<file path="config.mk">
export PLATFORM = sky130hd
export DESIGN_NAME = fbmgn_div_stage
export DESIGN_NICKNAME = d
export VERILOG_FILES = /design/src/rtl/fbmgn_pkg.sv /design/src/rtl/fbmgn_div_stage.sv
export SDC_FILE = /design/constraint.sdc
export NUM_CORES = 1
export LEC_CHECK = 0
export ABC_AREA = 1
export BUFFER_PORTS_ARGS = -buffer_cell sky130_fd_sc_hd__clkbuf_2
export CAP_MARGIN = 20
export CORE_MARGIN = 10
export CORE_UTILIZATION = 45
export DETAILED_ROUTE_END_ITERATION = 6
export GPL_ROUTABILITY_DRIVEN = 0
export PLACE_DENSITY_LB_ADDON = 0.25
export SYNTH_ARGS = -nofsm -noshare
export SYNTH_HDL_FRONTEND = slang
export SYNTH_SLANG_ARGS = --single-unit
</file>
<file path="constraint.sdc">
create_clock -name i_clk -period 2.35 [get_ports i_clk]
set_clock_uncertainty 0.1 [all_clocks]
set_input_delay 0.235 -clock i_clk [delete_from_list [all_inputs] [get_ports i_clk]]
set_output_delay 0.235 -clock i_clk [all_outputs]
set_load 0.02 [all_outputs]
</file>
<file path="src/rtl/fbmgn_pkg.sv">
// ----------------------------------------------------------------------------
// fbmgn_pkg: shared types and constants of the fractal gradient noise block
// Holds field widths, hash constants, register indexes and pipeline items.
// ----------------------------------------------------------------------------
package fbmgn_pkg;

    localparam int MAX_OCTAVES_DEF = 8;

    localparam int SUM_W  = 56;   // signed Q.30 weighted noise sum
    localparam int ASUM_W = 36;   // unsigned Q.14 amplitude sum
    localparam int GRAD_W = 20;   // signed Q.16 corner and blend values
    localparam int QUOT_W = 17;   // quotient magnitude bits
    localparam int CELL_LAT = 8;  // pipeline depth of one octave cell

    localparam logic [31:0] HASH_MUL_Y    = 32'd374761393;
    localparam logic [31:0] HASH_MUL_SEED = 32'd668265263;
    localparam logic [31:0] HASH_MUL_MIX  = 32'd1274126177;
    localparam logic [31:0] SEED_STEP     = 32'd17;

    localparam logic [31:0] AMP_START = 32'd16384;

    // Register indexes of the configuration port.
    localparam logic [2:0] REG_SEED   = 3'd0;
    localparam logic [2:0] REG_OCTAVE = 3'd1;
    localparam logic [2:0] REG_BASE   = 3'd2;
    localparam logic [2:0] REG_SCALE  = 3'd3;
    localparam logic [2:0] REG_GAIN   = 3'd4;
    localparam logic [2:0] REG_LACUN  = 3'd5;

    localparam logic [31:0] RST_SEED   = 32'd0;
    localparam logic [3:0]  RST_OCTAVE = 4'd4;
    localparam logic [31:0] RST_BASE   = 32'd167772;
    localparam logic [31:0] RST_SCALE  = 32'd16777216;
    localparam logic [15:0] RST_GAIN   = 16'd8192;
    localparam logic [15:0] RST_LACUN  = 16'd8192;

    // Work item handed from one octave cell to the next.
    typedef struct packed {
        logic signed [31:0]       px;
        logic signed [31:0]       py;
        logic [31:0]              freq;
        logic [31:0]              amp;
        logic [31:0]              seed;
        logic signed [SUM_W-1:0]  sum;
        logic [ASUM_W-1:0]        amp_sum;
    } t_item;

    // Work item of the quotient chain.
    typedef struct packed {
        logic [SUM_W-1:0]  rem;
        logic [SUM_W-1:0]  den;
        logic [QUOT_W-1:0] quo;
        logic              neg;
        logic              zero;
    } t_div;

endpackage

</file>
<file path="src/rtl/fbmgn_div_stage.sv">
// ----------------------------------------------------------------------------
// fbmgn_div_stage: one quotient bit of the normalizing division
// Subtracts the aligned divisor when it fits and halves it for the next bit.
// ----------------------------------------------------------------------------
module fbmgn_div_stage (
    input  logic              i_clk,
    input  logic              i_rst_n,
    input  logic              i_en,
    input  logic              i_valid,
    input  fbmgn_pkg::t_div   i_div,
    output logic              o_valid,
    output fbmgn_pkg::t_div   o_div
);

    logic            r_v;
    fbmgn_pkg::t_div r_div;
    fbmgn_pkg::t_div n_div;
    logic            w_fit;

    always_comb begin
        w_fit = (i_div.rem >= i_div.den);
        n_div = i_div;
        n_div.rem = w_fit ? (i_div.rem - i_div.den) : i_div.rem;
        n_div.quo = {i_div.quo[fbmgn_pkg::QUOT_W-2:0], w_fit};
        n_div.den = i_div.den >> 1;
    end

    always_ff @(posedge i_clk) begin
        if (!i_rst_n) begin
            r_v <= 1'b0;
        end else if (i_en) begin
            r_v <= i_valid;
        end
    end

    always_ff @(posedge i_clk) begin
        if (i_en) begin
            r_div <= n_div;
        end
    end

    assign o_valid = r_v;
    assign o_div   = r_div;

endmodule

</file>
Word-level counts from Yosys, hierarchy flattened
Index checks and enable logic that the tools add are counted.
{ "classes": {"n_addsub": 1, "mul": 0, "n_div": 0, "magnitude_cmp": 1, "n_eq_ne": 0, "n_shift": 0, "n_mux": 1, "bitwise_logic": 0, "reduce_logical": 0} }
{ "ops": {"columns": ["operator", "n"], "rows": [
  [">= comparator 56 bit", 1],
  ["two-way mux 56 bit", 1],
  ["subtractor 56 bit", 1]
]} }
{ "totals": {"ff_bits": 131, "latch_bits": 0, "ramBits": 0, "rom_bits": 0, "n_memories": 0} }

Logic depth before layout (Yosys ltp)
Gate-level depths: netlist (run 1).
{ "depth": {"ltp_word": 2, "depth_mapped": 16, "ltp_nobuf": 15} }

Least setup slack after synthesis (run 1)
Ideal clock, no wire load.
{ "synth_timing": {"kind": "input to register", "start": "input i_div[75] (netlist name)", "end": "register r_div (netlist bit o_div[121]) (data pin)", "setup_time_ns": 0.253, "arrival_ns": 1.852, "required_time_ns": 1.997, "slack_ns": 0.145, "cell_stages": 13, "path_cell_list": "inv_1 > ha_1 > fa_1 > nor2_1 > o21ai_2 > nand2_2 > nand2_1 > nand3b_2 > nand2_2 > buf_2 > buf_4 > nand4_1 > nand2_1"} }
{ "synth_rtl": {"columns": ["element", "line_no", "text"], "rows": [
  ["start: declaration", "fbmgn_div_stage.sv:10", "input fbmgn_pkg::t_div i_div,"],
  ["end signal: assignment", "fbmgn_div_stage.sv:38", "r_div <= n_div;"],
  ["end: declaration", "fbmgn_div_stage.sv:16", "fbmgn_pkg::t_div r_div;"]
]} }

==> results of run 1 <==
## critical path, cell delays in order
cell,delay (ns)
clkbuf_2,0.09
inv_1,0.04
ha_1,0.35
nand2_1,0.09
nand2_1,0.06
inv_1,0.05
nand2_1,0.12
nand2_1,0.09
nand2_1,0.15
nand2_1,0.12
nand3_1,0.27
nand2_1,0.27
nand3b_1,0.12
nand3_2,0.08
nand2_1,0.05
## sequential cells by signal, indices dropped and copies added, names as in the netlist
name and flops:
o_div 130, o_valid 1
## power groups by stage
stage	clock, mW	sequential (mW)	combinational, mW
after floorplan	0	3.33	1.20
after global placement	0	2.99	2.62
after detailed placement	0	2.99	2.66
after CTS	2.91	2.95	2.78
after global routing	3.01	2.97	3.07
final	2.86	2.94	2.80
## Yosys cell counts (all sizes together)
master  number
nand2      587
nor3         8
ha          56
nand4       39
nor4         1
a21oi       34
and2         3
o21ai       31
fa           1
inv        385
clkbuf       4
nor2        99
xnor2        1
nand3b      11
nand3       70
or2          1
conb         1
xor2        28
edfxtp     130
buf         15
dfxtp        1
and3         1
## cell type report
type,instances,area (um2)
clock buffers,19,442.9
clock inverters,13,173.9
fillers,2085,8180
inverters,385,1445
multi-input cells,972,4736
flip-flops and latches,131,3924
well taps,285,356.6
repair buffers,486,3244
## stage by stage
step / power [mW] / util / worst slack [ns] / hold slack [ns] / cells
finish: 8.600 / 0.6365 / 0.2447 / 0.05362 / 2291
global route: 9.055 / 0.6365 / 0.1232 / 0.05666 / 2291
floorplan: 4.532 / - / 0.1451 / 0.2285 / 1507
global placement: 5.602 / 0.5757 / -0.1149 / 0.3122 / 2184
detailed placement: 5.649 / 0.5757 / -0.1285 / 0.3136 / 2184
CTS: 8.633 / 0.6365 / 0.3320 / 0.04334 / 2291
## routing by layer
metal	wire length, um	track usage	vias to the layer above
met5	0	0	-
met4	831	0.07524	0
met3	3277	0.05737	63
met2	15400	0.3753	456
met1	14280	0.2893	4902
li1	-	-	5566
## final timing paths
path	cells past startpoint	slack (ns)	endpoint
max	15	0.24	o_div[114]
min	3	0.05	o_div[114]
max reg2reg	3	1.05	o_valid
min reg2reg	3	1.01	o_valid
## cell families after synthesis
family                     Yosys count  share of synthesized area
AOI/OAI and AO/OA                   65                    0.03247
xor gates and xnor gates            29                    0.02478
adders and majority gates           57                    0.07030
buffers and inverters              404                     0.1553
DFF                                131                     0.3828
other                                1                  0.0003658
and+or+nand+nor                    820                     0.3341
==> metrics.cfg, run 1 <==
[global_route]
grt_pass1_vias = 10890
antenna_found_initial = 0
grt_pass1_wl_um = 53140
grt_overflow = 0
grt_max_degree = 59
track_usage = 0.2292

[finish]
num-nets-final = 2185
drive_above_1_share = 0.2353
final_area_um2 = 14320
final_cell_mix = 583 x nand2_1, 383 x inv_1, 263 x clkbuf_2
area_growth_pct = 39.72
n_antenna_cell = 0
layout_commonest_cell = nand2_1

[clocking]
ctsResizeCount = 0
cts_buffers = 17
path_clk_slew_ns = 0.06
cts_root_buffer = clkbuf_16
clockBufferDepth = 2
clkLatencyLatePin_ns = 0.42
cts_tree = built
cts_max_level = 4
cts_setup_buffers = 0
clock_sinks = 131
postCtsHoldBufs = 75

[place]
port_buffers = 264
placed_area_um2 = 12950
dp_hpwl_um = 26670

[routing]
drtIter0Drc = 933
vias_per_cell = 4.796
dr.pass1.iters = 7
drt.antenna.violating_nets = 0
wl_per_cell_um = 14.75
vias = 10990
drt-total-wl_um = 33790
route.detailed.drc = 4

[synth]
synth_seq_cells = 131
synth.avg_cell_area_um2 = 6.802
synth_nets = 1699
synth_cells = 1507
synth-seq-area-share = 0.3828
synth.cell_area_um2 = 10250
yosys.area.top_type = edfxtp_1
yosys.cell_types.count = 33
synth_top_area_frac = 0.3808
synth_area_leaders = edfxtp_1 38%, nand2_1 21%, inv_1 14%
yosys_warnings = 0

[timing]
maxSlewViolCount = 0
setup-tns-final_ns = 0
finalHoldViolations = 0
setup_violations = 0
max_freq_mhz = 475.0
fin_crit_sh = 0.8959
min_period_ns = 2.105
rsz0062_at_grt = false

[min_path]
min-delay-start = i_div[114]
min_path_type = input pin to flop

[critical_path]
critPathArrivalTime_ns = 2.19
path_class = input pin to flop
r2r-start = o_valid
crit_start = i_div[21]
required_ns = 2.44
cp_max_fo = 5
startpoint_type = input pin
endpoint_kind = flop

[pwr]
ir_drop_mv = 0.4350
netSwitchingPower_mw = 2.904
p_leak_nw = 8.241
p_int_mw = 5.697
power_density_nw_per_um2 = 600.5
power.share.switching = 0.3376
pwr-share-seq = 0.342
p_clk_frac = 0.333
p_comb_frac = 0.325

[die]
pin_count = 267
die_w_um = 170.9
dieArea_um2 = 29220
die_h_um = 170.9
start_util = 0.4555
core_um2 = 22500
rows = 55

[status]
status = finished, violations left
violations = design-rule violations

[flow_run]
drv_cap = 0

Power figures use the tool's default switching activity.
==> run 2, diff against run 1 <==
- CORE_ASPECT_RATIO: unset -> 1.1
- SLEW_MARGIN: unset -> 0
==> metrics.cfg, run 2 (synthesis gave the netlist of run 1 again) <==
[status]
status = complete, no violations

[pwr]
ir_drop_mv = 0.5952
p_comb_frac = 0.329
power_density_nw_per_um2 = 588.4
p_int_mw = 5.537
p_leak_nw = 8.200
netSwitchingPower_mw = 2.853
p_clk_frac = 0.320
pwr-share-seq = 0.351
power.share.switching = 0.3401
p_total_mw = 8.390

[finish]
fin_util = 0.6409
n_antenna_cell = 0
area_growth_pct = 39.11
drive_above_1_share = 0.2345
num-nets-final = 2183
layout_commonest_cell = nand2_1
fillers = 2043
final_cell_mix = 583 x nand2_1, 383 x inv_1, 263 x clkbuf_2
final_area_um2 = 14260
finalNonFillerCells = 2299
largest_reg_flops = 130

[routing]
vias = 10910
drt-total-wl_um = 33060
wl_per_cell_um = 14.38
drt.antenna.violating_nets = 0
dr.pass1.iters = 6
route.detailed.drc = 0
vias_per_cell = 4.746
drtIter0Drc = 814

[critical_path]
crit_start = i_div[70]
cp_max_fo = 9
r2r-start = o_valid
rr_worst_depth = 3
ff2ff_setup_slack_ns = 1.03
startpoint_type = input pin
crit_end = o_div[129]
crit_top_cell = nand2_1
endpoint_kind = flop
critPathArrivalTime_ns = 2.17
path_class = input pin to flop
crit_slowest_cell = ha_1
required_ns = 2.44
r2r_end = o_valid
cpPeakStageDelay_ns = 0.33
crit_chain = clkbuf_2 > inv_1 > ha_1 > nand2_1 > nand2_1 > a21oi_1 > nor2_1 > nor2_1 > nand2_1 > a21oi_2 > nand3_2 > buf_4 > nand3_1 > nand2_1

[clocking]
cts_setup_buffers = 0
postCtsHoldBufs = 75
clock_sinks = 131
cts_root_buffer = clkbuf_16
cts_tree = built
ctsResizeCount = 0
path_clk_slew_ns = 0.06
cts_max_level = 4
clkLatencyLatePin_ns = 0.43
cts_buffers = 17
clockBufferDepth = 2

[global_route]
grt_pass1_wl_um = 52450
grt_max_degree = 78
track_usage = 0.2255
grt_overflow = 0
antenna_found_initial = 0
grt_pass1_vias = 10650

[min_path]
min_path_type = input pin to flop

[die]
dieArea_um2 = 29220
rows = 57
die_w_um = 163.9
pin_count = 267
core_um2 = 22250
die_h_um = 178.3
start_util = 0.4607

[place]
dp_hpwl_um = 26500
place_inst = 2192
port_buffers = 264
dp_slack_ns = -0.1519
placed_area_um2 = 12930

[timing]
rsz0062_at_grt = false
max_freq_mhz = 479.5
setup_violations = 0
maxSlewViolCount = 0
fin_crit_sh = 0.8874
setup_slack_ns = 0.2646
finalHoldViolations = 0
min_period_ns = 2.085

[flow_run]
drv_cap = 0

-- run 2: metrics by stage --
step / TNS, ns / hold WS [ns]
finish: 0 / 0.04436
global route: 0 / 0.05238
CTS: 0 / 0.03184
detailed placement: -4.944 / 0.3141
global placement: -2.255 / 0.3116
floorplan: 0 / 0.2285
-- run 2: power groups by stage --
stage	combinational [mW]	sequential, mW	clock [mW]
after CTS	2.75	2.94	2.74
after floorplan	1.20	3.33	0
after global placement	2.61	2.98	0
after detailed placement	2.64	2.99	0
after global routing	3.05	2.97	2.83
final	2.76	2.94	2.69
-- run 2: layer usage --
layer	wire, um	GRT usage	up-vias
met5	0	0	-
met4	669	0.06893	0
met1	13740	0.2798	4877
met2	15530	0.3760	417
li1	-	-	5567
met3	3118	0.05926	49
-- run 2: final cells by class --
| type | count | area (um2) | share of cell area |
|---|---|---|---|
| Multi-Input combinational cell | 972 | 4736 | 0.3321 |
| Sequential cell | 131 | 3924 | 0.2752 |
| Timing Repair Buffer | 484 | 3204 | 0.2247 |
| Inverter | 385 | 1445 | 0.1013 |
| Clock buffer | 18 | 429.2 | 0.03010 |
| Tap cell | 295 | 369.1 | 0.02588 |
| Clock inverter | 14 | 152.6 | 0.01070 |
-- run 2: worst min-delay path by stage --
stage / startpoint / to / cells past startpoint
after CTS: i_div[81] / o_div[81] / 3
after global placement: i_div[13] / o_div[14] / 1
after floorplan: i_en / o_valid / 1
after detailed placement: i_div[7] / o_div[8] / 1
after global routing: i_div[81] / o_div[81] / 3
final: i_div[128] / o_div[128] / 3
-- run 2: worst max-delay path, delay by kind of cell --
kind,cells,cell delay (ns)
AND/OR/NAND/NOR,8,0.89
buffers and inverters,3,0.37
AO/OA/AOI/OAI,2,0.32
adder cells (fa/ha/maj),1,0.33
